==> config.mk <==
export PLATFORM = sky130hd
export DESIGN_NAME = ldf_apb_regs
export DESIGN_NICKNAME = d
export VERILOG_FILES = /design/src/hdl/ldf_pkg.sv /design/src/hdl/ldf_apb_regs.sv
export SDC_FILE = /design/constraint.sdc
export NUM_CORES = 1
export LEC_CHECK = 0
export ABC_AREA = 1
export BUFFER_PORTS_ARGS = -buffer_cell sky130_fd_sc_hd__buf_2
export CORE_MARGIN = 2
export CORE_UTILIZATION = 27
export DETAILED_ROUTE_END_ITERATION = 8
export HOLD_SLACK_MARGIN = 0.02
export PLACE_DENSITY = 0.74
export SYNTH_ARGS = -nofsm -noshare
export SYNTH_HDL_FRONTEND = slang
export SYNTH_SLANG_ARGS = --single-unit
==> constraint.sdc <==
create_clock -name clk_i -period 0.8 [get_ports clk_i]
set_input_delay 0.16 -clock clk_i [delete_from_list [all_inputs] [get_ports clk_i]]
set_output_delay 0.16 -clock clk_i [all_outputs]
set_load 0.01 [all_outputs]
==> src/hdl/ldf_pkg.sv <==
// Lidar frame deframer package: frame layout constants, status codes,
// register indexes and the frame-end request passed from parser to emitter.
// No dependencies.
`default_nettype none

package ldf_pkg;

  localparam int FRAME_BYTES = 195;
  localparam int SUM_END     = 194;
  localparam int POINT_COUNT = 12;
  localparam int POINT_BYTES = 15;
  localparam int POINT_BASE  = 10;
  localparam int STAMP_BASE  = 190;
  localparam int STAMP_BYTES = 4;
  localparam int CMD_POS     = 5;
  localparam int HDR_POS     = 4;
  localparam int REC_BYTES   = STAMP_BYTES + POINT_BYTES;

  localparam logic [7:0] HDR_BYTE  = 8'hAA;
  localparam logic [7:0] HDR_SUM   = 8'hA8;
  localparam logic [7:0] CMD_RESET = 8'h02;
  localparam logic [2:0] HDR_RUN   = 3'd4;

  typedef enum logic [1:0] {
    ST_GOOD     = 2'd0,
    ST_CHECKSUM = 2'd1,
    ST_COMMAND  = 2'd2
  } status_e;

  typedef enum logic {
    REG_CMD = 1'b0
  } reg_idx_e;

  typedef struct packed {
    logic       valid;
    logic [1:0] channel;
    status_e    status;
  } emit_req_t;

endpackage

`default_nettype wire

==> src/hdl/ldf_apb_regs.sv <==
// APB configuration register of the lidar frame deframer (expected command byte).
// Depends on ldf_pkg.
`default_nettype none

module ldf_apb_regs (
  input  wire logic        clk_i,
  input  wire logic        rst_ni,
  input  wire logic        psel,
  input  wire logic        penable,
  input  wire logic        pwrite,
  input  wire logic [2:0]  paddr,
  input  wire logic [31:0] pwdata,
  output logic [31:0]      prdata,
  output logic             pready,
  output logic [7:0]       cmd_o
);
  import ldf_pkg::*;

  logic [7:0] cmd_q;
  logic       wr_en;

  assign pready = 1'b1;
  assign wr_en  = psel && penable && pwrite && pready && (paddr[2] == REG_CMD);

  always_ff @(posedge clk_i or negedge rst_ni) begin
    if (!rst_ni) begin
      cmd_q <= CMD_RESET;
    end else if (wr_en) begin
      cmd_q <= pwdata[7:0];
    end
  end

  assign prdata = (paddr[2] == REG_CMD) ? {24'd0, cmd_q} : 32'd0;
  assign cmd_o  = cmd_q;

endmodule

`default_nettype wire

# Word-level counts from Yosys, hierarchy flattened
# Cells that the tools add are included.
totals:
  ff_bits: 8
  inputBits: 40
  output_inout_bits: 41
op_classes:
  n_mux: 1
  n_bitwise: 1
  reduce_logical: 3
ops:
  columns: ["op", "count"]
  rows:
  - ["two-way mux 8 bit", 1]
  - ["logical AND 1 bit", 3]
  - ["inverter 1 bit", 1]

# Depth between registers and ports, before layout
depth:
  ltp_word: 3
  mapped_depth: 5
  mapped_depth_nobuf: 5

# Worst setup path after synthesis
# Ideal clock, no wire load.
synth_timing:
  path_type: "register -> output"
  start: "reg cmd_q[1], in the netlist cmd_o[1]"
  end: "out prdata[1]"
  arrival_ps: 743
  t_required_ps: 640
  slack_ps: -103
  path_stages_with_launch: 3
  path_buffers: 0
  cell_sequence: "dfstp_2 inv_1 nor2_1"
synth_via:
  elab_chain_cells: 1
synth_lines:
  columns: ["element", "line", "rtl"]
  rows:
  - ["start: declaration", "ldf_apb_regs.sv:19", "logic [7:0] cmd_q;"]
  - ["start signal: assignment", "ldf_apb_regs.sv:29", "cmd_q <= pwdata[7:0];"]
  - ["two-way mux 8 bit", "ldf_apb_regs.sv:33", "assign prdata = (paddr[2] == REG_CMD) ? {24'd0, cmd_q} : 32'd0;"]
  - ["end: declaration", "ldf_apb_regs.sv:13", "output logic [31:0] prdata,"]
# No other way between the ends.

# Worst setup path in the final report
# Same ends and word-level chain as after synthesis.

==> summary.md <==
| Metric | Value |
|---|---|
| Peak Freq | `0.862 GHz` |
| Area delta synth->final | `36.9%` |
| Initial antenna violation count | `0` |
| Multi-input logic area | `267 sq um` |
| Clk_lat worst skew | `250 ps` |
| Pre-CTS setup slack | `-133 ps` |
| Failing checks | `setup timing` |
| Pint | `0.000968 W` |
| Final Critical Period | `1160 ps` |
| Chip width | `51.6 um` |
| Critical Path End Type | `primary output` |
| Top Usage Layer GRT | `met2` |
| Leak pwr | `0.534 nW` |
| Final Max Slew Viols | `0` |
| Comb pwr share | `40.1%` |
| Fin nets | `163` |
| Synth Warn # | `0` |
| GP Congestion | `0.677` |
| Post-Layout Inst Area | `836 sq um` |
| Post-Syn Instances | `81` |
| Largest net degree at the start of global routing | `10` |
| Met1 Use GR | `11.2%` |
| Number of global-route vias before repair | `458` |
| Antenna cells | `0` |
| Setup TNS | `-3520 ps` |
| Worst EP arrival | `1000 ps` |
| Critical Path Fanout Max | `3` |
| Register Area | `201 sq um` |
| Synth unique cells | `12` |
| Clock sinks | `8` |
| Via count | `534` |
| Max-cap check violation count | `0` |
| RSZ-0062 raised after global routing | `true` |
| Detail Route Antenna Nets | `0` |
| Detail Placement HPWL | `962 um` |
| DRT iter0 DRCs | `20` |
| Routed len/inst | `8.13 um` |
| Initial core utilization | `28.1%` |
| Synth Cell Area | `611 sq um` |
| Worst VDD drop | `642 uV` |
| Htree depth | `1` |
| Port bufs | `29` |
| Result of the run | `complete, but fails checks` |
| Final Hold Fails | `0` |
| IO Pins | `81` |
| Root Buffer | `clkbuf_4` |
| Die area | `0.00266 sq mm` |
| First-pass GRT wire length | `1890 um` |
| Most common cell after layout, fill and taps aside | `buf_2` |
| Maximum clock path buffer count | `2` |
| PD cells | `1780 mW/mm^2` |
| Fillcell total | `244` |
| P_sw | `0.000516 W` |
| Row cnt | `17` |
| Post-route clock period utilization | `145%` |
| Largest register FFs | `8` |
| # DRC | `0` |
| Setup violators final | `16` |
| Setup ws final | `-360 ps` |
| WP data required | `640 ps` |
| Core area | `0.00217 sq mm` |
| TritonCTS buffer count | `3` |
| Die height | `51.6 um` |
| First-pass DRT Iterations | `4` |
| Routed WL | `1220 um` |
| Flop pwr share | `36.7%` |
| Met2 global-route usage | `16.0%` |
| GRT Total Usage | `10.1%` |
| Placement Cell Area | `728 sq um` |
| Power share of the clock group | `23.2%` |
| Crit path kind | `reg2out` |
| CP Launch Type | `flip-flop` |
| Layout cells sized above 1 | `39.3%` |
| Setup Skew | `0 ps` |
| Net Sw Frac | `34.8%` |
| Avg Vias per Cell | `3.56` |
| Synthesized area per cell | `7.54 sq um` |
| HP Class | `in2reg` |
| Finished Layout Cells | `150` |
| Final core occ | `38.5%` |
| Post-synthesis sequential area ratio | `33.0%` |
| CTS tree | `built` |
| GRT met3 Usage | `3.74%` |
| Total global routing overflow | `0` |
| Dpl cells | `139` |
| Most frequent cells in the layout | `26 x buf_2, 25 x conb_1, 17 x nand2_1` |
| Clock-pin slew on the worst setup and hold paths | `50 ps` |
| Seq cells post-synth | `8` |
metal layers:
metal,routed length (um),vias to the layer above
met5,0,-
met4,22,0
met3,123,4
met2,596,34
met1,477,224
li1,-,272
cell families after synthesis:
kind of cell	after synthesis	synth area share (%)
other	2	1.23
AND/OR/NAND/NOR	35	27.0
buffers and inverters	36	38.7
flip-flops	8	33.0
critical path: stages, from the launching register on:
cell,delay (ps)
dfstp_2,540
inv_2,40
nor2_4,70
buf_6,100
final timing paths:
check | endpoint | slack [ps] | start | cells past startpoint
worst max-delay path | prdata[1] | -360 | cmd_o[1] | 3
worst min-delay path | cmd_o[1] | 130 | pwdata[1] | 3
worst max register to register | cmd_o[1] | 0 | cmd_o[1] | 3
worst min register to register | cmd_o[0] | 510 | cmd_o[0] | 2
max in group asynchronous | cmd_o[1] | 280 | rst_ni | 2
min in group asynchronous | cmd_o[4] | 260 | rst_ni | 2
metrics by stage:
step	hold WS (ps)	power (W)
5_1_grt	127	0.00160
6_report	127	0.00148
3_5_place_dp	14.0	0.00101
3_3_place_gp	3.16	0.00100
4_1_cts	115	0.00144
2_1_floorplan	-136	0.000902
timing repair:
| action | CTS | global route |
|---|---|---|
| setup endpoints to repair | 16 | 17 |
| pin swaps | 1 | 1 |
| gates resized for setup | 2 | 3 |
| hold endpoints to repair | 8 | 0 |
| hold buffers | 1 | 0 |
| setup buffers | 4 | 2 |
synthesized netlist by cell type:
library cell	count	area, sq um
nand2_1	17	63.8
dfstp_2	1	26.3
buf_6	1	11.3
nor2_1	8	30.0
nor2_8	1	20.0
inv_2	1	3.75
conb_1	2	7.51
buf_4	25	188
nand3_1	8	40.0
dfrtp_1	7	175
nand2_4	1	11.3
inv_1	9	33.8
power by group through the flow:
stage          clock [W]  combinational, W  sequential, W
2_1_floorplan          0          0.000316       0.000586
3_3_place_gp           0          0.000450       0.000555
3_5_place_dp           0          0.000457       0.000557
4_1_cts         0.000351          0.000537       0.000550
5_1_grt         0.000382          0.000663       0.000553
6_report        0.000345          0.000595       0.000545
area by class of cell:
| cell class | count | area share [%] |
|---|---|---|
| clock buffers | 4 | 3.14 |
| repair buffers | 40 | 32.2 |
| inverters | 10 | 4.49 |
| well taps | 28 | 4.19 |
| multi-input cells | 60 | 31.9 |
| flip-flops and latches | 8 | 24.1 |
Power figures use the tool's default switching activity.
