[config.mk]
export PLATFORM = sky130hd
export DESIGN_NAME = ldf_chan_parser_flat
export DESIGN_NICKNAME = d
export VERILOG_FILES = /design/src/hdl/ldf_pkg.sv /design/src/hdl/ldf_if.sv /design/src/hdl/ldf_chan_parser.sv /design/src/flat_wrapper.sv
export SDC_FILE = /design/constraint.sdc
export NUM_CORES = 1
export LEC_CHECK = 0
export ABC_AREA = 1
export ABC_CLOCK_PERIOD_IN_PS = 2900
export BUFFER_PORTS_ARGS = -buffer_cell sky130_fd_sc_hd__buf_2
export CAP_MARGIN = 15
export CORE_UTILIZATION = 55
export CTS_CLUSTER_SIZE = 28
export DETAILED_ROUTE_END_ITERATION = 12
export PLACE_DENSITY = 0.8
export SLEW_MARGIN = 20
export SYNTH_ARGS = -nofsm -noshare
export SYNTH_HDL_FRONTEND = slang
export SYNTH_SLANG_ARGS = --single-unit
[constraint.sdc]
create_clock -name clk_i -period 2.9 [get_ports clk_i]
set_input_delay 0.145 -clock clk_i [delete_from_list [all_inputs] [get_ports clk_i]]
set_output_delay 0.145 -clock clk_i [all_outputs]
set_load 0.02 [all_outputs]
[src/hdl/ldf_pkg.sv]
// Lidar frame deframer package: frame layout constants, status codes,
// register indexes and the frame-end request passed from parser to emitter.
// No dependencies.
`default_nettype none

package ldf_pkg;

  localparam int FRAME_BYTES = 195;
  localparam int SUM_END     = 194;
  localparam int POINT_COUNT = 12;
  localparam int POINT_BYTES = 15;
  localparam int POINT_BASE  = 10;
  localparam int STAMP_BASE  = 190;
  localparam int STAMP_BYTES = 4;
  localparam int CMD_POS     = 5;
  localparam int HDR_POS     = 4;
  localparam int REC_BYTES   = STAMP_BYTES + POINT_BYTES;

  localparam logic [7:0] HDR_BYTE  = 8'hAA;
  localparam logic [7:0] HDR_SUM   = 8'hA8;
  localparam logic [7:0] CMD_RESET = 8'h02;
  localparam logic [2:0] HDR_RUN   = 3'd4;

  typedef enum logic [1:0] {
    ST_GOOD     = 2'd0,
    ST_CHECKSUM = 2'd1,
    ST_COMMAND  = 2'd2
  } status_e;

  typedef enum logic {
    REG_CMD = 1'b0
  } reg_idx_e;

  typedef struct packed {
    logic       valid;
    logic [1:0] channel;
    status_e    status;
  } emit_req_t;

endpackage

`default_nettype wire

[src/hdl/ldf_if.sv]
// Byte input and result output channel interfaces of the lidar frame deframer.
// Valid/ready handshake; payload widths are fixed by the frame format.
`default_nettype none

interface ldf_in_if;
  logic       valid;
  logic       ready;
  logic [1:0] sensor_id;
  logic [7:0] data_byte;

  modport source (output valid, sensor_id, data_byte, input ready);
  modport sink   (input valid, sensor_id, data_byte, output ready);
endinterface


`default_nettype wire

[src/hdl/ldf_chan_parser.sv]
// Per-channel header hunt and frame collection. Channel state lives in a
// synchronous memory updated read-modify-write; writes frame bytes to the store.
// Depends on ldf_pkg and ldf_if.
`default_nettype none

module ldf_chan_parser #(
  parameter int CHANNELS = 4,
  parameter int CH_W     = 2,
  parameter int ADDR_W   = 10
) (
  input  wire logic              clk_i,
  input  wire logic              rst_ni,
  ldf_in_if.sink                 in_i,
  input  wire logic [7:0]        cmd_i,
  input  wire logic              emit_busy_i,
  output logic                   ram_we_o,
  output logic [ADDR_W-1:0]      ram_waddr_o,
  output logic [7:0]             ram_wdata_o,
  output ldf_pkg::emit_req_t     req_o
);
  import ldf_pkg::*;

  typedef enum logic [1:0] {
    P_IDLE = 2'b01,
    P_MOD  = 2'b10
  } pstate_e;

  typedef struct packed {
    logic [7:0] pos;
    logic [2:0] run;
    logic [7:0] sum;
    logic [7:0] cmd;
  } chan_state_t;

  chan_state_t state_mem [CHANNELS];
  chan_state_t rd_q;
  chan_state_t cur;
  chan_state_t nxt;

  pstate_e       state_q, state_d;
  logic [CHANNELS-1:0] valid_q;
  logic [1:0]    ch_q;
  logic [7:0]    byte_q;
  logic [CH_W-1:0] idx_q;
  logic          accept;
  logic          ch_ok;
  logic          take;
  logic          wb_en;
  logic [2:0]    run1;
  logic [7:0]    sum_body;
  logic          we;
  emit_req_t     req;

  assign in_i.ready = (state_q == P_IDLE) && !emit_busy_i;
  assign accept     = in_i.valid && in_i.ready;
  assign ch_ok      = 5'(in_i.sensor_id) < 5'(CHANNELS);
  assign take       = accept && ch_ok;
  assign wb_en      = (state_q == P_MOD);
  assign idx_q      = CH_W'(ch_q);

  always_ff @(posedge clk_i) begin
    if (take) begin
      rd_q   <= state_mem[CH_W'(in_i.sensor_id)];
      ch_q   <= in_i.sensor_id;
      byte_q <= in_i.data_byte;
    end
    if (wb_en) begin
      state_mem[idx_q] <= nxt;
    end
  end

  always_comb begin
    state_d = state_q;
    case (state_q)
      P_IDLE:  if (take) state_d = P_MOD;
      P_MOD:   state_d = P_IDLE;
      default: state_d = P_IDLE;
    endcase
  end

  always_ff @(posedge clk_i or negedge rst_ni) begin
    if (!rst_ni) begin
      state_q <= P_IDLE;
      valid_q <= '0;
    end else begin
      state_q <= state_d;
      if (wb_en) begin
        valid_q[idx_q] <= 1'b1;
      end
    end
  end

  assign cur      = valid_q[idx_q] ? rd_q : '0;
  assign run1     = cur.run + 3'd1;
  assign sum_body = cur.sum - HDR_SUM;

  always_comb begin
    nxt         = cur;
    we          = 1'b0;
    req.valid   = 1'b0;
    req.channel = ch_q;
    req.status  = ST_GOOD;
    if (cur.pos == 8'd0) begin
      if (byte_q == HDR_BYTE) begin
        if (run1 >= HDR_RUN) begin
          nxt.pos = 8'(HDR_POS);
          nxt.run = '0;
          nxt.sum = HDR_SUM;
        end else begin
          nxt.run = run1;
        end
      end else begin
        nxt.run = '0;
      end
    end else if (cur.pos >= 8'(FRAME_BYTES)) begin
      nxt.pos = '0;
      nxt.run = '0;
    end else begin
      we = 1'b1;
      if (cur.pos == 8'(CMD_POS)) begin
        nxt.cmd = byte_q;
      end
      if (cur.pos < 8'(SUM_END)) begin
        nxt.sum = cur.sum + byte_q;
        nxt.pos = cur.pos + 8'd1;
      end else begin
        nxt.pos   = '0;
        nxt.run   = '0;
        req.valid = 1'b1;
        if (cur.cmd != cmd_i) begin
          req.status = ST_COMMAND;
        end else if ((cur.sum != byte_q) && (sum_body != byte_q)) begin
          req.status = ST_CHECKSUM;
        end else begin
          req.status = ST_GOOD;
        end
      end
    end
  end

  assign ram_we_o    = we && wb_en;
  assign ram_waddr_o = ADDR_W'(ch_q) * ADDR_W'(FRAME_BYTES) + ADDR_W'(cur.pos);
  assign ram_wdata_o = byte_q;

  always_comb begin
    req_o       = req;
    req_o.valid = req.valid && wb_en;
  end

`ifndef SYNTHESIS
  a_mod_after_take: assert property (@(posedge clk_i) disable iff (!rst_ni)
    take |=> (state_q == P_MOD))
    else $error("accepted byte not followed by state update");

  a_mod_one_cycle: assert property (@(posedge clk_i) disable iff (!rst_ni)
    (state_q == P_MOD) |=> (state_q == P_IDLE))
    else $error("state update longer than one cycle");

  a_store_needs_state: assert property (@(posedge clk_i) disable iff (!rst_ni)
    ram_we_o |-> valid_q[idx_q])
    else $error("frame byte written for channel with no frame state");
`endif

endmodule

`default_nettype wire

[src/flat_wrapper.sv]
// flat-port wrapper written by rule: the top's interface ports become plain ports
module ldf_chan_parser_flat import ldf_pkg::*;
#(
  parameter int CHANNELS = 4,
  parameter int CH_W     = 2,
  parameter int ADDR_W   = 10
)
  (clk_i, rst_ni, cmd_i, emit_busy_i, ram_we_o, ram_waddr_o, ram_wdata_o, req_o, in_i_valid, in_i_sensor_id, in_i_data_byte, in_i_ready);
  ldf_in_if in_i_i ();
  input  wire logic clk_i;
  input  wire logic rst_ni;
  input  wire logic [7:0] cmd_i;
  input  wire logic emit_busy_i;
  output logic ram_we_o;
  output logic [ADDR_W-1:0] ram_waddr_o;
  output logic [7:0] ram_wdata_o;
  output ldf_pkg::emit_req_t req_o;
  input wire logic [$bits(in_i_i.valid)-1:0] in_i_valid;
  input wire logic [$bits(in_i_i.sensor_id)-1:0] in_i_sensor_id;
  input wire logic [$bits(in_i_i.data_byte)-1:0] in_i_data_byte;
  output wire logic [$bits(in_i_i.ready)-1:0] in_i_ready;
  assign in_i_i.valid = in_i_valid;
  assign in_i_i.sensor_id = in_i_sensor_id;
  assign in_i_i.data_byte = in_i_data_byte;
  assign in_i_ready = in_i_i.ready;
  ldf_chan_parser #(.CHANNELS(CHANNELS), .CH_W(CH_W), .ADDR_W(ADDR_W)) u_core (.clk_i(clk_i), .rst_ni(rst_ni), .in_i(in_i_i), .cmd_i(cmd_i), .emit_busy_i(emit_busy_i), .ram_we_o(ram_we_o), .ram_waddr_o(ram_waddr_o), .ram_wdata_o(ram_wdata_o), .req_o(req_o));
endmodule
Yosys cells after proc, flatten, opt, wreduce, memory -nomap -nowiden
Memory sizes are Yosys's and may differ from the RTL's. A register that Yosys moved wholly into a read port is not among the register bits.
Cells that the tools add are included.
{ "totals": {"reg_bits": 16, "latchBits": 0, "mem_bits_rw": 108, "romBits": 0, "in_bits": 22, "out_inout_bits": 25, "wordCells": 66, "n_memories": 1} }
{ "mem_list": {"columns": ["memory", "words", "width", "rd", "rd_ports_with_merged_regs", "wr", "line", "text"], "rows": [
  ["u_core.state_mem", 4, 27, 1, 1, 1, "ldf_chan_parser.sv:35", "chan_state_t state_mem [CHANNELS];"]
]} }
{ "classes": {"addsub": 5, "n_mul": 1, "div": 0, "order_cmp": 5, "n_eq_ne": 8, "shift": 0, "n_mux": 33, "bitwise": 1, "n_reduce_logical": 8} }
{ "ops": {"columns": ["op", "n"], "rows": [
  ["$mux W8", 8],
  ["$mux W27", 1],
  ["$ne A8 B8 Y1", 3],
  ["$mux W19", 1],
  ["$mux W16", 1],
  ["$mux W2", 6],
  ["$mux W11", 1],
  ["$add A10 B8 Y10", 1],
  ["$mul A2 B8 Y10 const B", 1],
  ["$mux W1", 10],
  ["$mux W3", 3],
  ["$add A8 B1 Y8 const B", 1],
  ["$add A8 B8 Y8", 1],
  ["$eq A8 B3 Y1 const B", 1],
  ["$eq A8 B8 Y1 const B", 1],
  ["$ge A8 B8 Y1 const B", 1],
  ["$logic_not A8 Y1", 1],
  ["$lt A8 B8 Y1 const B", 1],
  ["$sub A8 B8 Y8 const B", 1],
  ["$logic_and A1 B1 Y1", 6],
  ["$or A4 B4 Y4", 1],
  ["$add A3 B1 Y3 const B", 1],
  ["$ge A3 B3 Y1 const B", 1],
  ["$lt A2 B3 Y1 const B", 1],
  ["7 further kinds", 7]
]} }

Depth between registers and ports, before layout
Gate-level depths: netlist (run 1).
{ "logic_depth": {"word_depth": 11, "mapped_depth": 20} }

Least setup slack after synthesis (run 1)
Ideal clock, no wire load.
{ "synth_timing": {"path_type": "flip-flop to output port", "startpoint": "register u_core.ch_q[0]", "endpoint": "output port ram_waddr_o[7]", "arrival_ps": 3183, "required_time_ps": 2755, "slack_ps": -428, "path_stages_with_launch": 17, "path_buffers": 2, "cell_sequence": "edfxtp_1 > inv_2 > nand2_1 > nand3_2 > nand2_4 > buf_6 > buf_6 > nor2_2 > fa_1 > ha_1 > inv_1 > fa_1 > inv_1 > a21oi_1 > nor2_1 > nand3_1 > xor2_1"} }
{ "synth_between": {"elab_chain_cells": 4, "word_cells_on_any_way": 5, "classes_between": "add/sub (1); mul (1); mux (3)"} }
{ "synth_lines": {"columns": ["item", "line", "text"], "rows": [
  ["start, declared", "ldf_chan_parser.sv:42", "logic [1:0] ch_q;"],
  ["start signal, assigned", "ldf_chan_parser.sv:64", "ch_q <= in_i.sensor_id;"],
  ["branches (longest 3 deep; another with $mul A2 B8 Y10)", null, null],
  ["$add A10 B8 Y10 (*)", "ldf_chan_parser.sv:142", "assign ram_waddr_o = ADDR_W'(ch_q) * ADDR_W'(FRAME_BYTES) + ADDR_W'(cur.pos);"],
  ["end, declared", "flat_wrapper.sv:15", "output logic [ADDR_W-1:0] ram_waddr_o;"]
]} }
Every way passes the cells marked *. The select of a mux whose other input is x is not followed.

Worst setup path in the final report (run 1)
{ "layout_timing": {"startpoint": "register u_core.ch_q[0]", "endpoint": "output port ram_waddr_o[9]"} }
The elaborated chain is that of the path after synthesis.

==> impl_metrics.py, run 1 <==
metrics = {
    "run_status": {
        "status": "complete, but fails checks",
        "violations": "setup timing",
    },
    "sta": {
        "period_needed_ps": 3390,
        "setup_slack_ps": -489,
        "clock_skew_ps": 11.0,
        "max_slew_margin_pct": 27.5,
        "hold_viol": 0,
        "rsz0062_at_grt": "true",
        "worst_slew_pin_slew_ps": 1090,
        "maxSlewViolCount": 0,
        "post-route-period-util_pct": 117,
        "setup_violations": 8,
        "holdWs_ps": 83.7,
        "fmax_mhz": 295,
    },
    "cts": {
        "worst_skew_pair.late_latency_ps": 430,
        "cts_tree": "done",
        "cts_buffers": 17,
        "clock_path_buffers": 2,
        "clk_pin_slew_ps": 70,
        "htree_levels": 4,
        "cts.sinks": 151,
        "clock_tree.root_cell": "clkbuf_16",
    },
    "setup_path": {
        "cp.arrival_ps": 3240,
        "start_kind": "register",
        "worst-setup-path-type": "reg2out",
        "critPathMaxFanout": 6,
        "worstPathRequired_ps": 2760,
        "cp-end-kind": "output port",
    },
    "floorplan": {
        "die_area_mm2": 0.0134,
        "start_util_pct": 56.5,
        "die_w_um": 116,
        "die_y_um": 116,
        "core_mm2": 0.0126,
        "ioPinCount": 47,
        "rows": 41,
    },
    "grt": {
        "grt_pass1_wl_mm": 27.3,
        "use_met1_pct": 34.6,
        "busiest_layer": "met2",
        "met2_usage_pct": 47.7,
        "use_met3_pct": 5.39,
        "overflow": 0,
        "grt_pass1_vias": 5344,
        "grt_usage_pct": 28.4,
        "grt_max_degree": 56,
        "antenna_found_initial": 0,
    },
    "yosys": {
        "syn-num-nets": 697,
        "synth-main-ff-cell": "edfxtp_1",
        "synth.largest_area_cell": "edfxtp_1",
        "synthAdderAreaFrac_pct": 5.16,
        "synth_common_cells": "145 x edfxtp_1, 97 x nor2_1, 83 x nand2_1, 70 x o21ai_0, 67 x inv_1",
        "synth.most_common_cell": "edfxtp_1",
        "yosysTopAreaCellShare_pct": 61.1,
        "yosys-top-cells-area": "edfxtp_1 61%, nor2_1 5.1%, o21ai_0 4.9%",
        "syn_area_per_cell_um2": 11.0,
        "synthSimpleGateAreaFrac_pct": 13.9,
        "synth_cells": 648,
        "synth_edf_count": 145,
        "synth_compound_area_share_pct": 9.90,
        "synth_warnings": 0,
        "yosys.cell_types.count": 44,
        "synthMuxAreaShare_pct": 0,
        "ys_seq_area_share_pct": 63.2,
        "async_flop_share_pct": 3.97,
        "synth-xor-area-share_pct": 2.58,
        "ys_ff_latch": 151,
        "synth_top_family_by_area": "simple AND/OR/NAND/NOR gates",
        "syn-cell-area_mm2": 0.00713,
    },
    "cells_and_area": {
        "nets": 804,
        "final_util_pct": 70.9,
        "stdcell_count": 939,
        "diodes": 0,
        "final_layout_size_suffix_gt1_share_pct": 27.6,
        "synthToLayoutAreaGrowth_pct": 25.6,
        "fillers": 826,
    },
    "placed_design": {
        "routabilityCongestion": 0.936,
        "dp.cells": 872,
        "dp_hpwl_mm": 11.2,
        "io_buffers": 46,
        "dp_slack_ps": -73.9,
    },
    "power_and_ir_drop": {
        "internal_power_mw": 4.25,
        "cellLeakagePower_nw": 3.59,
        "pwr-share-clk_pct": 40.2,
        "p_per_area_mw_per_mm2": 639,
        "p_comb_share_pct": 15.6,
        "power_mw": 5.72,
        "irDropWorstVdd_uv": 334,
        "seqPwrFrac_pct": 44.2,
        "switching_share_pct": 25.6,
        "switching_power_mw": 1.47,
    },
    "drt": {
        "drc": 0,
        "via_count": 5428,
        "first_pass_iters": 7,
        "postRouteAntennaNets": 0,
        "drt_iter0_drc": 615,
        "avgRoutedWirePerCell_um": 20.1,
        "wl_mm": 18.9,
        "via_per_inst": 5.78,
    },
    "hold_path": {
        "hold_path_class": "in2async",
    },
    "job": {
        "cap_violations": 0,
    },
}
==> cell usage in the layout, fill, tap and decap left out, types with 6 or more instances in the layout <==
cell	n
a21oi_1	6
buf_2	35
buf_4	51
buf_6	8
clkbuf_16	17
dlygate4sd3_1	12
edfxtp_1	145
ha_1	17
inv_1	63
inv_2	8
nand2_1	71
nand2_2	11
nand3_1	18
nor2_1	79
nor2_2	19
nor2_4	7
o21ai_0	65
o21ai_1	8
o22ai_1	28
xor2_1	15
==> registers in the layout, indices dropped and copies added, names as in the netlist <==
register / cells
u_core.ch_q: 2
u_core.ram_wdata_o: 8
u_core.rd_q: 27
u_core.state_mem: 108
u_core.state_q: 2
u_core.valid_q: 4
==> power groups by stage <==
stage | Sequential, mW | Combinational (mW) | Clock (mW)
global placement | 2.56 | 0.670 | 0
detailed placement | 2.56 | 0.703 | 0
CTS | 2.52 | 0.763 | 2.31
finish | 2.53 | 0.892 | 2.30
global route | 2.53 | 0.964 | 2.40
floorplan | 2.56 | 0.486 | 0
==> cells by family after synthesis <==
kind of cell	Yosys count
flops	151
compound gates	125
xor+xnor	21
simple gates	231
fa+ha+maj	27
buf+inv	93
==> layer usage <==
metal / part of all wire [%] / vias up
li1: - / 2458
met1: 38 / 2649
met2: 51 / 259
met3: 6.2 / 62
met4: 4.2 / 0
met5: 0 / -
==> cell type report <==
class / count / area (um^2) / share of cell area, %
sequential: 151 / 4510 / 50.3
timing repair buffer: 108 / 803 / 8.97
multi-input combinational: 404 / 2540 / 28.4
clock buffer: 18 / 429 / 4.79
clock inverter: 13 / 179 / 2.00
inverter: 73 / 277 / 3.09
tap: 172 / 215 / 2.40
==> worst max-delay path: stages (launching register included) <==
cell      delay [ps]
edfxtp_1         490
inv_2            150
nand2_2           80
nand3_4          100
nand2_4           80
buf_8            140
inv_2             60
nand2_2           60
inv_2             70
ha_2             160
ha_2             170
inv_2             50
fa_2             380
inv_2             60
a21oi_2           50
nor2_2           150
nand3_2           90
o21bai_1         180
a21o_1           160
buf_6            120
==> worst paths after layout <==
path | from | slack (ps) | end | cells past startpoint
worst max-delay path | u_core.ch_q[0] | -490 | ram_waddr_o[9] | 19
worst min-delay path | rst_ni | 80 | u_core.state_q[1] | 2
worst max register to register | u_core.ch_q[0] | 60 | u_core.state_mem[1][10] | 20
worst min register to register | u_core.valid_q[0] | 520 | u_core.valid_q[0] | 1
max in group asynchronous | rst_ni | 2580 | u_core.state_q[0] | 2
min in group clk_i | in_i_sensor_id[1] | 290 | u_core.ch_q[1] | 2
==> through the flow <==
step           area (um^2)  TNS, ps
2_1_floorplan         7160    -1240
3_3_place_gp          7710        0
3_5_place_dp          7710    -73.9
4_1_cts               8620    -1570
5_1_grt               8950    -5150
6_report              8950    -2800
==> timing repair <==
item                       4_1_cts  5_1_grt
resized for setup               33       58
setup endpoints to repair       16       56
hold endpoints to repair        16        0
gates cloned                     0        0
pin swaps                        7       22
setup buffers                    8       16
hold buffers                    12        0
(Power assumes the default switching activity.)
==> inputs of run 2 (changes only) <==
- CORE_ASPECT_RATIO: unset -> 1.2
- SLEW_MARGIN: 20 -> unset
==> run 2 against run 1 <==
Net effect:
- the run still ends with setup timing left
- largest power group unchanged
- total power is 5.9% lower
- non-clock buffer count shrank 7
- cell area down 0.95%
- combinational power up 0.9%
==> impl_metrics.py, run 2 (synthesized netlist as in run 1, its figures left out) <==
metrics = {
    "drt": {
        "wl_mm": 17.6,
        "wl_met3_mm": 1.23,
        "via_count": 5394,
        "postRouteAntennaNets": 0,
        "wl_met2_mm": 9.07,
        "top_layer_used": "met4",
        "first_pass_iters": 6,
        "drc": 0,
        "drt_iter0_drc": 579,
        "avgRoutedWirePerCell_um": 19.0,
        "via_per_inst": 5.83,
        "wl_met1_mm": 6.61,
    },
    "setup_path": {
        "worst-setup-path-type": "reg2out",
        "cp-end-kind": "output port",
        "start_kind": "register",
        "worstPathRequired_ps": 2760,
        "critPathMaxFanout": 4,
        "path_cells": "inv_2 > nand2_2 > nand3_4 > nand2_4 > buf_12 > buf_12 > nor2_4 > ha_4 > buf_6 > ha_4 > nand2_1 > nor2_1 > a211oi_2 > nor2_2 > a31oi_2 > xnor2_2 > buf_4",
        "cp.arrival_ps": 3170,
        "cp_slowest_stage_delay_ps": 490,
        "crit_slowest_cell": "edfxtp_1",
        "startpoint": "u_core.ch_q[0]",
        "reg2reg_from": "u_core.ch_q[0]",
    },
    "floorplan": {
        "rows": 45,
        "core_mm2": 0.0127,
        "die_y_um": 127,
        "die_area_mm2": 0.0134,
        "ioPinCount": 47,
        "start_util_pct": 56.3,
        "die_w_um": 106,
    },
    "grt": {
        "antenna_found_initial": 0,
        "grt_pass1_wl_mm": 26.6,
        "grt_usage_pct": 26.9,
        "overflow": 0,
        "grt_max_degree": 56,
        "grt_pass1_vias": 5363,
    },
    "cells_and_area": {
        "diodes": 0,
        "final_layout_size_suffix_gt1_share_pct": 27.7,
        "fin_area_mm2": 0.00887,
        "largest_reg_flops": 108,
        "nets": 797,
        "fillers": 826,
        "most-common-layout-cells": "145 x edfxtp_1, 84 x nor2_1, 71 x nand2_1",
        "mostFrequentLayoutCell": "edfxtp_1",
        "top_register": "u_core.state_mem",
        "final_util_pct": 70.0,
        "synthToLayoutAreaGrowth_pct": 24.4,
    },
    "cts": {
        "htree_levels": 4,
        "clock_tree.root_cell": "clkbuf_16",
        "worst_skew_pair.late_latency_ps": 420,
        "cts_buffers": 17,
        "cts_tree": "done",
        "cts.sinks": 151,
        "clk_pin_slew_ps": 60,
        "clock_path_buffers": 2,
    },
    "sta": {
        "hold_viol": 0,
        "period_needed_ps": 3320,
        "setup_tns_ps": -2420,
        "fmax_mhz": 301,
        "max_slew_margin_pct": 29.0,
        "post-route-period-util_pct": 114,
        "clock_skew_ps": 5.94,
        "setup_slack_ps": -420,
        "worst_slew_pin_slew_ps": 1060,
        "setup_violations": 8,
        "maxSlewViolCount": 0,
        "rsz0062_at_grt": "true",
    },
    "power_and_ir_drop": {
        "p_per_area_mw_per_mm2": 607,
        "power_mw": 5.38,
        "irDropWorstVdd_uv": 371,
        "cellLeakagePower_nw": 3.52,
    },
    "placed_design": {
        "placed_area_mm2": 0.00769,
        "io_buffers": 46,
        "dp_slack_ps": -84.4,
        "dp_hpwl_mm": 10.1,
        "routabilityCongestion": 0.903,
    },
    "hold_path": {
        "holdCritStartpoint": "emit_busy_i",
        "hold_path_class": "in2reg",
    },
    "job": {
        "cap_violations": 0,
    },
    "run_status": {
        "status": "complete, but fails checks",
        "violations": "setup timing",
    },
}
## run 2: worst paths after layout
path                                            to  slack (ps)  depth (start not counted)
setup / recovery                    ram_waddr_o[8]        -420                         17
hold / removal                   u_core.state_q[1]          30                          4
setup reg to reg           u_core.state_mem[2][15]          10                         22
hold reg to reg                  u_core.valid_q[2]         500                          1
max in group asynchronous        u_core.state_q[0]        2590                          2
min in group asynchronous        u_core.valid_q[1]          90                          2
## run 2: routing by layer
layer / global-route usage [%] / vias up
li1: - / 2441
met1: 30.6 / 2627
met2: 47.1 / 270
met3: 5.45 / 56
met4: 15.4 / 0
met5: 0 / -
## run 2: what timing repair did
item,CTS,global route
pin swaps,17,30
hold buffers,11,0
gates resized for setup,38,50
endpoints found under the setup margin,11,48
setup buffers,15,8
hold endpoints to repair,16,0
## run 2: through the flow
stage,cells,hold slack (ps)
floorplan,648,-151
global placement,860,-26.0
detailed placement,860,-25.2
CTS,918,14.7
global route,925,51.1
finish,925,29.9
## run 2: critical path, delay by kind of cell (launching register included)
kind	cells	cell delay, ps
AO/OA/AOI/OAI	2	430
XOR/XNOR	1	140
flip-flops	1	490
adder cells (fa/ha/maj)	2	450
AND/OR/NAND/NOR	7	570
buffers and inverters	5	680
## run 2: area by class of cell
type | instances | area (um^2) | share of cell area, %
Timing Repair Buffer | 101 | 762 | 8.59
Sequential cell | 151 | 4510 | 50.8
Clock inverter | 15 | 106 | 1.20
Multi-Input combinational cell | 404 | 2580 | 29.2
Inverter | 73 | 277 | 3.12
Clock buffer | 17 | 425 | 4.80
Tap cell | 164 | 205 | 2.31
## run 2: report_power, final
group	leakage, nW	switching, mW	internal, mW	total (mW)
Clock	0.244	0.868	1.09	1.96
Combinational	1.87	0.559	0.342	0.900
Sequential	1.40	0.0303	2.49	2.52
