$ cat src/hdl/ldf_pkg.sv
// Lidar frame deframer package: frame layout constants, status codes,
// register indexes and the frame-end request passed from parser to emitter.
// No dependencies.
`default_nettype none

package ldf_pkg;

  localparam int FRAME_BYTES = 195;
  localparam int SUM_END     = 194;
  localparam int POINT_COUNT = 12;
  localparam int POINT_BYTES = 15;
  localparam int POINT_BASE  = 10;
  localparam int STAMP_BASE  = 190;
  localparam int STAMP_BYTES = 4;
  localparam int CMD_POS     = 5;
  localparam int HDR_POS     = 4;
  localparam int REC_BYTES   = STAMP_BYTES + POINT_BYTES;

  localparam logic [7:0] HDR_BYTE  = 8'hAA;
  localparam logic [7:0] HDR_SUM   = 8'hA8;
  localparam logic [7:0] CMD_RESET = 8'h02;
  localparam logic [2:0] HDR_RUN   = 3'd4;

  typedef enum logic [1:0] {
    ST_GOOD     = 2'd0,
    ST_CHECKSUM = 2'd1,
    ST_COMMAND  = 2'd2
  } status_e;

  typedef enum logic {
    REG_CMD = 1'b0
  } reg_idx_e;

  typedef struct packed {
    logic       valid;
    logic [1:0] channel;
    status_e    status;
  } emit_req_t;

endpackage

`default_nettype wire

$ cat src/hdl/ldf_if.sv
// Byte input and result output channel interfaces of the lidar frame deframer.
// Valid/ready handshake; payload widths are fixed by the frame format.
`default_nettype none


interface ldf_out_if;
  logic               valid;
  logic               ready;
  logic [1:0]         channel;
  logic [1:0]         status;
  logic [3:0]         point_index;
  logic signed [15:0] distance;
  logic [15:0]        noise;
  logic [31:0]        peak;
  logic [7:0]         confidence;
  logic [31:0]        integration;
  logic signed [15:0] ref_tof;
  logic [31:0]        timestamp;
  logic               last;

  modport source (output valid, channel, status, point_index, distance, noise, peak,
                  confidence, integration, ref_tof, timestamp, last, input ready);
  modport sink   (input valid, channel, status, point_index, distance, noise, peak,
                  confidence, integration, ref_tof, timestamp, last, output ready);
endinterface

`default_nettype wire

$ cat src/hdl/ldf_emitter.sv
// Frame-end result emitter: reads timestamp and point bytes from the frame
// store, assembles point records or a bad-frame status result and holds
// them in the output register. Depends on ldf_pkg and ldf_if.
`default_nettype none

module ldf_emitter #(
  parameter int ADDR_W = 10
) (
  input  wire logic              clk_i,
  input  wire logic              rst_ni,
  input  ldf_pkg::emit_req_t     req_i,
  output logic                   busy_o,
  output logic                   ram_re_o,
  output logic [ADDR_W-1:0]      ram_raddr_o,
  input  wire logic [7:0]        ram_rdata_i,
  ldf_out_if.source              out_o
);
  import ldf_pkg::*;

  typedef enum logic [3:0] {
    E_IDLE = 4'b0001,
    E_READ = 4'b0010,
    E_WAIT = 4'b0100,
    E_LOAD = 4'b1000
  } estate_e;

  estate_e    state_q;
  logic [1:0] ch_q;
  status_e    status_q;
  logic [4:0] slot_q;
  logic [3:0] pt_q;
  logic [7:0] pbase_q;
  logic       rd_pend_q;
  logic [4:0] rd_slot_q;
  logic [7:0] rec_q [REC_BYTES];
  logic       out_valid_q;
  logic [7:0] offset;
  logic       out_free;
  logic       load;
  logic       bad;
  logic       last_pt;

  logic [1:0]         o_channel_q;
  logic [1:0]         o_status_q;
  logic [3:0]         o_index_q;
  logic signed [15:0] o_distance_q;
  logic [15:0]        o_noise_q;
  logic [31:0]        o_peak_q;
  logic [7:0]         o_conf_q;
  logic [31:0]        o_integ_q;
  logic signed [15:0] o_ref_q;
  logic [31:0]        o_stamp_q;
  logic               o_last_q;

  assign busy_o   = (state_q != E_IDLE);
  assign out_free = !out_valid_q || out_o.ready;
  assign load     = (state_q == E_LOAD) && out_free;
  assign bad      = (status_q != ST_GOOD);
  assign last_pt  = (pt_q == 4'(POINT_COUNT - 1));

  assign offset = (slot_q < 5'(STAMP_BYTES)) ? (8'(STAMP_BASE) + 8'(slot_q))
                                             : (pbase_q + 8'(slot_q) - 8'(STAMP_BYTES));
  assign ram_re_o    = (state_q == E_READ);
  assign ram_raddr_o = ADDR_W'(ch_q) * ADDR_W'(FRAME_BYTES) + ADDR_W'(offset);

  always_ff @(posedge clk_i or negedge rst_ni) begin
    if (!rst_ni) begin
      state_q     <= E_IDLE;
      ch_q        <= '0;
      status_q    <= ST_GOOD;
      slot_q      <= '0;
      pt_q        <= '0;
      pbase_q     <= '0;
      rd_pend_q   <= 1'b0;
      rd_slot_q   <= '0;
      out_valid_q <= 1'b0;
    end else begin
      rd_pend_q <= ram_re_o;
      rd_slot_q <= slot_q;
      if (load) begin
        out_valid_q <= 1'b1;
      end else if (out_o.ready) begin
        out_valid_q <= 1'b0;
      end
      case (state_q)
        E_IDLE: begin
          if (req_i.valid) begin
            ch_q     <= req_i.channel;
            status_q <= req_i.status;
            slot_q   <= '0;
            pt_q     <= '0;
            pbase_q  <= 8'(POINT_BASE);
            state_q  <= (req_i.status == ST_GOOD) ? E_READ : E_LOAD;
          end
        end
        E_READ: begin
          slot_q <= slot_q + 5'd1;
          if (slot_q == 5'(REC_BYTES - 1)) begin
            state_q <= E_WAIT;
          end
        end
        E_WAIT: state_q <= E_LOAD;
        E_LOAD: begin
          if (out_free) begin
            if (bad || last_pt) begin
              state_q <= E_IDLE;
            end else begin
              pt_q    <= pt_q + 4'd1;
              pbase_q <= pbase_q + 8'(POINT_BYTES);
              slot_q  <= 5'(STAMP_BYTES);
              state_q <= E_READ;
            end
          end
        end
        default: state_q <= E_IDLE;
      endcase
    end
  end

  always_ff @(posedge clk_i) begin
    if (rd_pend_q) begin
      rec_q[rd_slot_q] <= ram_rdata_i;
    end
    if (load) begin
      o_channel_q <= ch_q;
      o_status_q  <= status_q;
      o_last_q    <= bad || last_pt;
      if (bad) begin
        o_index_q    <= '0;
        o_distance_q <= '0;
        o_noise_q    <= '0;
        o_peak_q     <= '0;
        o_conf_q     <= '0;
        o_integ_q    <= '0;
        o_ref_q      <= '0;
        o_stamp_q    <= '0;
      end else begin
        o_index_q    <= pt_q;
        o_distance_q <= $signed({rec_q[5], rec_q[4]});
        o_noise_q    <= {rec_q[7], rec_q[6]};
        o_peak_q     <= {rec_q[11], rec_q[10], rec_q[9], rec_q[8]};
        o_conf_q     <= rec_q[12];
        o_integ_q    <= {rec_q[16], rec_q[15], rec_q[14], rec_q[13]};
        o_ref_q      <= $signed({rec_q[18], rec_q[17]});
        o_stamp_q    <= {rec_q[3], rec_q[2], rec_q[1], rec_q[0]};
      end
    end
  end

  assign out_o.valid       = out_valid_q;
  assign out_o.channel     = o_channel_q;
  assign out_o.status      = o_status_q;
  assign out_o.point_index = o_index_q;
  assign out_o.distance    = o_distance_q;
  assign out_o.noise       = o_noise_q;
  assign out_o.peak        = o_peak_q;
  assign out_o.confidence  = o_conf_q;
  assign out_o.integration = o_integ_q;
  assign out_o.ref_tof     = o_ref_q;
  assign out_o.timestamp   = o_stamp_q;
  assign out_o.last        = o_last_q;

`ifndef SYNTHESIS
  a_req_when_idle: assert property (@(posedge clk_i) disable iff (!rst_ni)
    req_i.valid |-> (state_q == E_IDLE))
    else $error("frame-end request while emitter busy");

  a_load_no_pending: assert property (@(posedge clk_i) disable iff (!rst_ni)
    (state_q == E_LOAD) |-> !rd_pend_q)
    else $error("record loaded with store read outstanding");

  a_status_is_last: assert property (@(posedge clk_i) disable iff (!rst_ni)
    (out_valid_q && (out_o.status != ST_GOOD)) |-> out_o.last)
    else $error("status result without last flag");
`endif

endmodule

`default_nettype wire

$ cat src/flat_wrapper.sv
// flat-port wrapper written by rule: the top's interface ports become plain ports
module ldf_emitter_flat import ldf_pkg::*;
#(
  parameter int ADDR_W = 10
)
  (clk_i, rst_ni, req_i, busy_o, ram_re_o, ram_raddr_o, ram_rdata_i, out_o_valid, out_o_channel, out_o_status, out_o_point_index, out_o_distance, out_o_noise, out_o_peak, out_o_confidence, out_o_integration, out_o_ref_tof, out_o_timestamp, out_o_last, out_o_ready);
  ldf_out_if out_o_i ();
  input  wire logic clk_i;
  input  wire logic rst_ni;
  input  ldf_pkg::emit_req_t req_i;
  output logic busy_o;
  output logic ram_re_o;
  output logic [ADDR_W-1:0] ram_raddr_o;
  input  wire logic [7:0] ram_rdata_i;
  output wire logic [$bits(out_o_i.valid)-1:0] out_o_valid;
  output wire logic [$bits(out_o_i.channel)-1:0] out_o_channel;
  output wire logic [$bits(out_o_i.status)-1:0] out_o_status;
  output wire logic [$bits(out_o_i.point_index)-1:0] out_o_point_index;
  output wire logic [$bits(out_o_i.distance)-1:0] out_o_distance;
  output wire logic [$bits(out_o_i.noise)-1:0] out_o_noise;
  output wire logic [$bits(out_o_i.peak)-1:0] out_o_peak;
  output wire logic [$bits(out_o_i.confidence)-1:0] out_o_confidence;
  output wire logic [$bits(out_o_i.integration)-1:0] out_o_integration;
  output wire logic [$bits(out_o_i.ref_tof)-1:0] out_o_ref_tof;
  output wire logic [$bits(out_o_i.timestamp)-1:0] out_o_timestamp;
  output wire logic [$bits(out_o_i.last)-1:0] out_o_last;
  input wire logic [$bits(out_o_i.ready)-1:0] out_o_ready;
  assign out_o_valid = out_o_i.valid;
  assign out_o_channel = out_o_i.channel;
  assign out_o_status = out_o_i.status;
  assign out_o_point_index = out_o_i.point_index;
  assign out_o_distance = out_o_i.distance;
  assign out_o_noise = out_o_i.noise;
  assign out_o_peak = out_o_i.peak;
  assign out_o_confidence = out_o_i.confidence;
  assign out_o_integration = out_o_i.integration;
  assign out_o_ref_tof = out_o_i.ref_tof;
  assign out_o_timestamp = out_o_i.timestamp;
  assign out_o_last = out_o_i.last;
  assign out_o_i.ready = out_o_ready;
  ldf_emitter #(.ADDR_W(ADDR_W)) u_core (.clk_i(clk_i), .rst_ni(rst_ni), .req_i(req_i), .busy_o(busy_o), .ram_re_o(ram_re_o), .ram_raddr_o(ram_raddr_o), .ram_rdata_i(ram_rdata_i), .out_o(out_o_i));
endmodule
$ cat config.mk
export PLATFORM = sky130hd
export DESIGN_NAME = ldf_emitter_flat
export DESIGN_NICKNAME = d
export VERILOG_FILES = /design/src/hdl/ldf_pkg.sv /design/src/hdl/ldf_if.sv /design/src/hdl/ldf_emitter.sv /design/src/flat_wrapper.sv
export SDC_FILE = /design/constraint.sdc
export NUM_CORES = 1
export LEC_CHECK = 0
export ABC_AREA = 1
export BUFFER_PORTS_ARGS = -buffer_cell sky130_fd_sc_hd__clkbuf_2
export CELL_PAD_IN_SITES_DETAIL_PLACEMENT = 0
export CELL_PAD_IN_SITES_GLOBAL_PLACEMENT = 1
export CORE_MARGIN = 2
export CORE_UTILIZATION = 40
export CTS_CLUSTER_SIZE = 16
export DETAILED_ROUTE_END_ITERATION = 8
export GPL_ROUTABILITY_DRIVEN = 1
export PLACE_DENSITY = 0.69
export REMOVE_ABC_BUFFERS = 1
export SYNTH_ARGS = -nofsm -noshare
export SYNTH_HDL_FRONTEND = slang
export SYNTH_SLANG_ARGS = --single-unit
$ cat constraint.sdc
create_clock -name clk_i -period 8.55 [get_ports clk_i]
set_clock_uncertainty 0.1 [all_clocks]
set_input_delay 1.2825 -clock clk_i [delete_from_list [all_inputs] [get_ports clk_i]]
set_output_delay 1.2825 -clock clk_i [all_outputs]
set_load 0.03 [all_outputs]
-- Yosys cells after proc, flatten, opt, wreduce, memory -nomap -nowiden
Memories as Yosys holds them, arrays and structs flattened. A register that Yosys moved wholly into a read port is not among the register bits.
Cells that the tools add are included.
- input port bits: 16
- output and inout port bits: 174
- logic and storage cells: 70
- memories kept: 1
- memory bits (writable): 152
- register bits: 41
- memories (memory ; depth ; bits a word ; rd ports ; clocked after Yosys merged registers in ; write ports ; line ; source):
    u_core.rec_q ; 19 ; 8 ; 19 ; 19 ; 1 ; ldf_emitter.sv:35 ; logic [7:0] rec_q [REC_BYTES];
- reduce and logical (&&, ||, !) cells: 13
- $mul: 1
- add/subtract/negate cells: 7
- equal/unequal tests: 11
- multiplexer cells: 23
- magnitude comparators: 1
- operator list (operator ; count):
    $mux 8 ; 4
    $mux 4 ; 7
    $pmux 4 s4 ; 1
    $pmux 8 s2 ; 1
    $mux 5 ; 3
    $pmux 5 s3 ; 1
    $add 10x8->10 ; 1
    $mul 2x8->10 const B ; 1
    $add 8x4->8 const B ; 1
    $add 8x5->8 ; 1
    $add 8x5->8 const A ; 1
    $eq 4x4->1 const B ; 2
    $pmux 4 s2 ; 1
    $reduce_and 4->1 ; 2
    $sub 8x3->8 const B ; 1
    $ne 2x2->1 const B ; 3
    $reduce_bool 2->1 ; 3
    $add 5x1->5 const B ; 1
    $eq 5x5->1 const B ; 1
    $lt 5x3->1 const B ; 1
    $add 4x1->4 const B ; 1
    $eq 4x1->1 const B ; 1
    $eq 4x2->1 const B ; 1
    $eq 4x3->1 const B ; 1
    11 further kinds ; 15

-- Logic depth before layout (Yosys ltp)
Gate-level depths: netlist of run 1.
- depth after elaboration: 5
- depth in mapped cells: 20
- mapped depth without buffers: 20

-- Worst setup path before layout of run 1
No wires, ideal clock.
- kind: input-to-reg
- from: input out_o_ready
- to: register u_core.o_conf_q[0], in the netlist out_o_confidence[0], read port of u_core.rec_q, enable pin
- library setup time: 685 ps
- setup slack: -287 ps
- data required time: 7765 ps
- path buffers: 0
- arrival: 8052 ps
- stages on the path: 2
- cell sequence: nor2_1 nor2_1
- longest elaborated chain between the ends: 2
- ends and longest elaborated chain (item ; line ; source):
    start: declaration ; flat_wrapper.sv:27 ; input wire logic [$bits(out_o_i.ready)-1:0] out_o_ready;
    $logic_or 1x1->1 ; ldf_emitter.sv:56 ; assign out_free = !out_valid_q || out_o.ready;
    $logic_and 1x1->1 ; ldf_emitter.sv:57 ; assign load = (state_q == E_LOAD) && out_free;
    via u_core.load ; ldf_emitter.sv:39 ; logic load;
    end: declaration ; ldf_emitter.sv:49 ; logic [7:0] o_conf_q;
The timed path passes the listed nets, and every way through them passes these cells.
A chain may end at the register's enable or synchronous reset.

-- Worst setup path in the final report of run 1
- from: register u_core.slot_q[1]
- to: output ram_raddr_o[8]
- longest elaborated chain between the ends: 4
- elaborated cells on any way between the ends: 6
- classes of those cells: add/sub: 4; order compare: 1; mux: 1
- ends and longest elaborated chain (item ; line ; source):
    start: declaration ; ldf_emitter.sv:30 ; logic [4:0] slot_q;
    start signal: assignment ; ldf_emitter.sv:97 ; slot_q <= slot_q + 5'd1;
    start signal: assignment ; ldf_emitter.sv:110 ; slot_q <= 5'(STAMP_BYTES);
    $add 8x5->8 ; ldf_emitter.sv:62 ; : (pbase_q + 8'(slot_q) - 8'(STAMP_BYTES));
    $sub 8x3->8 ; ldf_emitter.sv:62 ;
    $mux 8 (*) ; ldf_emitter.sv:61 ; assign offset = (slot_q < 5'(STAMP_BYTES)) ? (8'(STAMP_BASE) + 8'(slot_q))
    $add 10x8->10 (*) ; ldf_emitter.sv:64 ; assign ram_raddr_o = ADDR_W'(ch_q) * ADDR_W'(FRAME_BYTES) + ADDR_W'(offset);
    end: declaration ; flat_wrapper.sv:13 ; output logic [ADDR_W-1:0] ram_raddr_o;
Mark *: on every way between the ends. The rest lies on a longest branch, timed or not.

==> flow_summary.ini, run 1 <==
[status]
status = complete, no violations

[sta]
drv_slew = 0
setup_viol = 0
fin_crit_sh = 0.6372
rsz0062_at_grt = false
timing.fmax_mhz = 183.6
timing.final.crit_period_ns = 5.448
worst_slack_ns = 3.102
whs_ns = 0.3258
slew_headroom = 0.3400
finalHoldViolations = 0
worst_slew_pin_slew_ns = 0.9900

[die]
dieArea_um2 = 34310
chipWidth_um = 185.2
fp.coreArea_um2 = 32450
initial_utilization = 0.4048
core.rowCount = 66
fp.dieH_um = 185.2
ios = 190

[cts]
clk-insertion-delay-late_ns = 0.51
holdBufCountCts = 0
cts_setup_buffers = 0
cts_buffers = 38
cts_tree = done
clk_path_buf_depth = 3
cts_max_level = 2
cts_sinks = 345
cts_resized = 0
cts_root_buf = clkbuf_16
clk_pin_slew_ns = 0.06

[setup_path]
cp-start-kind = flip-flop
crit_path_max_incr_delay_ns = 0.48
critPathKind = reg2out
required_ns = 7.17
arrival_ns = 4.07
cp_max_fo = 8
cp_num_buf_inv = 3
cp-end-kind = primary output
crit_chain = ha_1 -> ha_1 -> fa_1 -> nand3_1 -> nand2_1 -> nand2_1 -> nand2_1 -> a21oi_1 -> xor2_1 -> nor2_1 -> fa_1 -> inv_1 -> ha_1 -> nand2_1 -> inv_1 -> nand3_1 -> nand3_1 -> nand2_1 -> clkbuf_2
critPathSlowestCell = dfrtp_1
cp_common_cell = nand2_1
path_delay_family = adder cells

[finish]
multi_input_area_um2 = 2048
drive_gt1_frac = 0.2268
fill_cells = 2880
regArea_um2 = 10200
nets = 1226
syn2layout_area_growth_pct = 20.46
antenna_cells = 0

[synthesis]
syn-cell-area_um2 = 13140
yosys_most_used_dff = edfxtp_1
synth_top_area_share = 0.7154
yosysWarnings = 0
synthCells = 965
ys_ff_latch = 345
async_reset_ff_frac = 0.09275
synth_cell_types = 38
synth_edf_count = 313
yosysMostFrequentCell = edfxtp_1
synth_top_area_cell = edfxtp_1
syn_area_per_cell_um2 = 13.61
synthTopCellsByCount = edfxtp_1, inv_1, nor2_1, nand2_1, dfrtp_1
yosysSeqAreaShare = 0.7765
synth_area_leaders = edfxtp_1, inv_1, dfrtp_1

[detailed_routing]
vias = 7285
ant_nets = 0
drtIter0Drc = 443
wl_per_cell_um = 15.93
routed_wl_um = 26290
dr.pass1.iters = 8
drc = 0
vias_per_cell = 4.415

[power]
power.switching_uw = 1898
p_int_uw = 3497
ir_drop_mv = 0.3720
p_leak_uw = 0.006696
comb_power_share = 0.290
power_density_nw_per_um2 = 340.9
clockPowerShare = 0.295
swShare = 0.3518
pwr-share-seq = 0.415

[placed_design]
hpwlAfterDp_um = 16970
preCtsSetupSlack_ns = 3.604
place_congestion = 0.8149
portBuffers = 189

[global_routing]
grt_max_degree = 95
overflow = 0
grt_pass1_vias = 7006
grt_pass1_wl_um = 39410
antenna_found_initial = 0
grt_use_total = 0.1529

[job]
cap_violations = 0

[hold_path]
hold_path.class = reg2reg
## final timing paths
kind,cells after the start,startpoint,to,slack (ns)
max reg2reg,5,u_core.state_q[1],out_o_peak[10],5.75
max,19,u_core.slot_q[1],ram_raddr_o[8],3.10
min reg2reg,0,u_core.slot_q[4],u_core.rd_slot_q[4],0.33
min,0,u_core.slot_q[4],u_core.rd_slot_q[4],0.33
max in group asynchronous,1,rst_ni,u_core.out_o.valid,7.02
min in group asynchronous,1,rst_ni,u_core.status_q[1],0.79
## area by class of cell
type / instances / share of cell area
inverter: 220 / 0.05234
sequential: 345 / 0.6446
clock buffer: 48 / 0.06380
timing repair buffer: 193 / 0.06167
clock inverter: 20 / 0.01320
tap: 442 / 0.03495
multi-input combinational: 382 / 0.1294
## state kept, by name, summed over array words and instances (netlist names), 2 cells and up
name,count
out_o_confidence,8
out_o_distance,16
out_o_integration,32
out_o_noise,16
out_o_peak,32
out_o_ref_tof,16
out_o_timestamp,32
u_core.ch_q,2
u_core.out_o.channel,2
u_core.out_o.point_index,4
u_core.out_o.status,2
u_core.pbase_q,8
u_core.pt_q,4
u_core.rd_slot_q,5
u_core.rec_q,152
u_core.slot_q,5
u_core.state_q,4
u_core.status_q,2
## cell usage in the layout (no fill, tap or decap), types with 3 or more instances in the layout
cell type / netlist / routed
o31ai_2: 3 / 3
clkinv_1: 0 / 6
buf_4: 0 / 4
o21ai_0: 22 / 22
clkbuf_1: 16 / 9
bufinv_16: 0 / 4
inv_6: 0 / 3
fa_1: 4 / 4
nor2_1: 196 / 195
inv_1: 216 / 216
inv_2: 3 / 3
dfrtp_1: 31 / 31
a21oi_1: 7 / 7
nand4_1: 3 / 3
nand3_1: 29 / 29
ha_1: 26 / 26
clkbuf_16: 0 / 39
nor2_2: 3 / 3
nand2_2: 4 / 4
nand2_1: 51 / 50
clkbuf_2: 0 / 189
edfxtp_1: 313 / 313
nand2_4: 3 / 4
clkinv_2: 0 / 5
xor2_1: 8 / 8
xnor2_1: 5 / 5
## metrics by stage
step	cells	utilization	total power [uW]	instance area [um2]	TNS, ns
after global placement	1582	0.4501	3840	14610	0
after global routing	1650	0.4876	5692	15830	0
after CTS	1650	0.4876	5457	15830	0
final	1650	0.4876	5394	15830	0
after detailed placement	1582	0.4501	3860	14610	0
after floorplan	947	-	3462	13060	-46.13
## power groups by stage
| stage | combinational (uW) | sequential, uW | clock (uW) |
|---|---|---|---|
| 2_1_floorplan | 908 | 2550 | 0 |
| 3_3_place_gp | 1570 | 2270 | 0 |
| 3_5_place_dp | 1580 | 2280 | 0 |
| 4_1_cts | 1590 | 2240 | 1630 |
| 5_1_grt | 1740 | 2260 | 1700 |
| 6_report | 1560 | 2240 | 1590 |
## cells by family (layout without fill, tap and decap cells)
kind of cell    Yosys count  after routing  share of synthesized area
flops                   345            345                     0.7765
fa+ha+maj                30             30                    0.03086
buf+inv                 238            481                    0.06876
xor+xnor                 13             13                   0.008667
simple gates            296            296                    0.09352
compound gates           43             43                    0.02171
## layer usage
metal	part of all wire	track usage	vias to the layer above
li1	-	-	3576
met1	0.46	0.2138	3457
met2	0.47	0.2449	208
met3	0.060	0.03067	44
met4	0.017	0.04032	0
met5	0	0	-
Note: power is estimated with default switching activity, not from simulation.
==> run 2, diff against run 1 <==
==> constraint.sdc (replaced) <==
create_clock -name clk_i -period 4.9 [get_ports clk_i]
set_clock_uncertainty 0.1 [all_clocks]
set_input_delay 0.735 -clock clk_i [delete_from_list [all_inputs] [get_ports clk_i]]
set_output_delay 0.735 -clock clk_i [all_outputs]
set_load 0.03 [all_outputs]
==> run 2 against run 1 <==
Effect of this change: via count rose by 0.19%; first-iteration DRC count rose by 18%; largest power group unchanged; sequential share of layout area grew 0.075 points; worst setup slack got worse by 2.9 ns; cell count about the same; worst hold slack lost 0.10 ns; sequential power is 74% higher; critical endpoint unchanged; critical path type unchanged; die area stayed put; total power grew 72%; wire length down 0.34%; register-to-register slack worse by 3.2 ns.
==> flow_summary.ini, run 2 (same netlist as run 1, synthesis figures left out) <==
[power]
clockPowerShare = 0.284
comb_power_share = 0.297
p_leak_uw = 0.006672
pwr-share-seq = 0.419
power.switching_uw = 3314
p_int_uw = 5990
swShare = 0.3562
power_density_nw_per_um2 = 588.5
ir_drop_mv = 0.6866

[setup_path]
cp_common_cell = nand2_1
critPathKind = reg2out
crit_path_max_incr_delay_ns = 0.48
required_ns = 4.07
critPathSlowestCell = fa_1
crit_start = u_core.slot_q[1]
cp_max_fo = 7
path_delay_family = adder cells
cp_num_buf_inv = 2
r2r-start = u_core.status_q[1]
arrival_ns = 3.82
cp-start-kind = flip-flop
crit_chain = ha_1 -> ha_2 -> fa_2 -> nand3_1 -> nand2_1 -> nand2_1 -> nand2_1 -> a21oi_1 -> xor2_1 -> nor2_1 -> fa_1 -> inv_1 -> ha_4 -> nand4_1 -> o21bai_1 -> nand2_1 -> nand2_1 -> clkbuf_4
cp-end-kind = primary output

[cts]
cts_sinks = 345
clk-insertion-delay-late_ns = 0.52
cts_root_buf = clkbuf_16
cts_buffers = 37
clk_pin_slew_ns = 0.06
holdBufCountCts = 0
cts_max_level = 2
cts_tree = done
clk_path_buf_depth = 3

[finish]
fin_area_um2 = 15810
largest_register = u_core.rec_q
mostFrequentLayoutCell = edfxtp_1
largest_reg_flops = 152
instances_no_fill = 1651
nets = 1227
syn2layout_area_growth_pct = 20.33
final_cell_mix = edfxtp_1, inv_1, nor2_1
drive_gt1_frac = 0.2266
antenna_cells = 0

[die]
initial_utilization = 0.4048
core.rowCount = 66
dieArea_um2 = 34310
ios = 190
chipWidth_um = 185.2
fp.coreArea_um2 = 32450
fp.dieH_um = 185.2

[detailed_routing]
vias_per_cell = 4.421
drc = 0
routed_wl_um = 26200
ant_nets = 0
vias = 7299
drtIter0Drc = 523
wl_per_cell_um = 15.87
dr.pass1.iters = 4

[sta]
slew_headroom = 0.3876
drv_slew = 0
worst_slew_pin_slew_ns = 0.9187
timing.fmax_mhz = 215.0
finalHoldViolations = 0
timing.final.crit_period_ns = 4.651
setup_viol = 0
fin_crit_sh = 0.9492
rsz0062_at_grt = false

[status]
status = complete, no violations

[global_routing]
grt_use_met1 = 0.2207
grt.busiest_layer = met2
grt_pass1_wl_um = 39760
antenna_found_initial = 0
grt_use_met2 = 0.2445
overflow = 0
globalRouteMet3Util = 0.02890
grt_use_total = 0.1541
grt_pass1_vias = 6910
grt_max_degree = 90

[placed_design]
place_congestion = 0.7961
placed_cell_area_um2 = 14630
placed_cells = 1583
portBuffers = 189
hpwlAfterDp_um = 16890

[job]
cap_violations = 0

[hold_path]
hold_path.class = in2async
==> run 2: changes by cell type in the layout (fill, tap and decap cells not counted), moves of 2 or more <==
| cell | change |
|---|---|
| bufinv_16 | -2 |
| inv_6 | -3 |
| clkinv_2 | -2 |
| clkinv_1 | +5 |
| ha_1 | -2 |
==> run 2: worst paths after layout <==
check	endpoint	slack [ns]	cells after the start
max	ram_raddr_o[8]	0.25	18
min in group clk_i	u_core.out_o.valid	0.33	2
max in group asynchronous	u_core.slot_q[1]	3.88	1
min reg2reg	u_core.rd_slot_q[4]	0.33	0
min	u_core.pbase_q[5]	0.22	1
max reg2reg	out_o_integration[22]	2.51	4
==> run 2: repair_timing <==
action,4_1_cts,5_1_grt
setup endpoints to repair,1,1
buffers inserted,0,1
gates resized for setup,1,5
cloned,0,0
==> run 2: metrics by stage <==
stage / hold WS [ns] / TNS (ns) / util / worst slack, ns / total power (uW)
floorplan: 0.2746 / -545.63 / - / -3.389 / 6041
global placement: 0.2846 / 0 / 0.4507 / 0.5808 / 6710
detailed placement: 0.3079 / 0 / 0.4507 / 0.5555 / 6744
CTS: 0.2462 / 0 / 0.4863 / 0.02081 / 9407
global route: 0.2708 / 0 / 0.4871 / 0.02618 / 9838
finish: 0.2239 / 0 / 0.4871 / 0.2491 / 9303
==> run 2: worst reg2reg max path, stage by stage, from the launching register on <==
cell	delay [ns]
dfrtp_1	0.34
inv_1	0.08
nand2_4	0.58
buf_4	0.87
nor2_1	0.14
==> run 2: power groups by stage <==
stage	Sequential (uW)	Combinational [uW]	Clock [uW]
3_5_place_dp	3970	2780	0
4_1_cts	3910	2790	2710
2_1_floorplan	4460	1580	0
5_1_grt	3930	3070	2840
3_3_place_gp	3960	2750	0
6_report	3900	2770	2640
==> run 2: layout make-up <==
| class | instances | area (um2) |
|---|---|---|
| clock buffer | 47 | 984.7 |
| clock inverter | 20 | 168.9 |
| fill | 2874 | 16640 |
| inverter | 220 | 828.3 |
| multi-input combinational | 382 | 2066 |
| sequential | 345 | 10200 |
| tap | 442 | 553.0 |
| timing repair buffer | 195 | 1006 |
==> run 2: metal layers <==
layer	up-vias	wire, um
met1	3465	12200
met3	27	1549
met2	222	12050
met4	0	391
li1	3585	-
met5	-	0
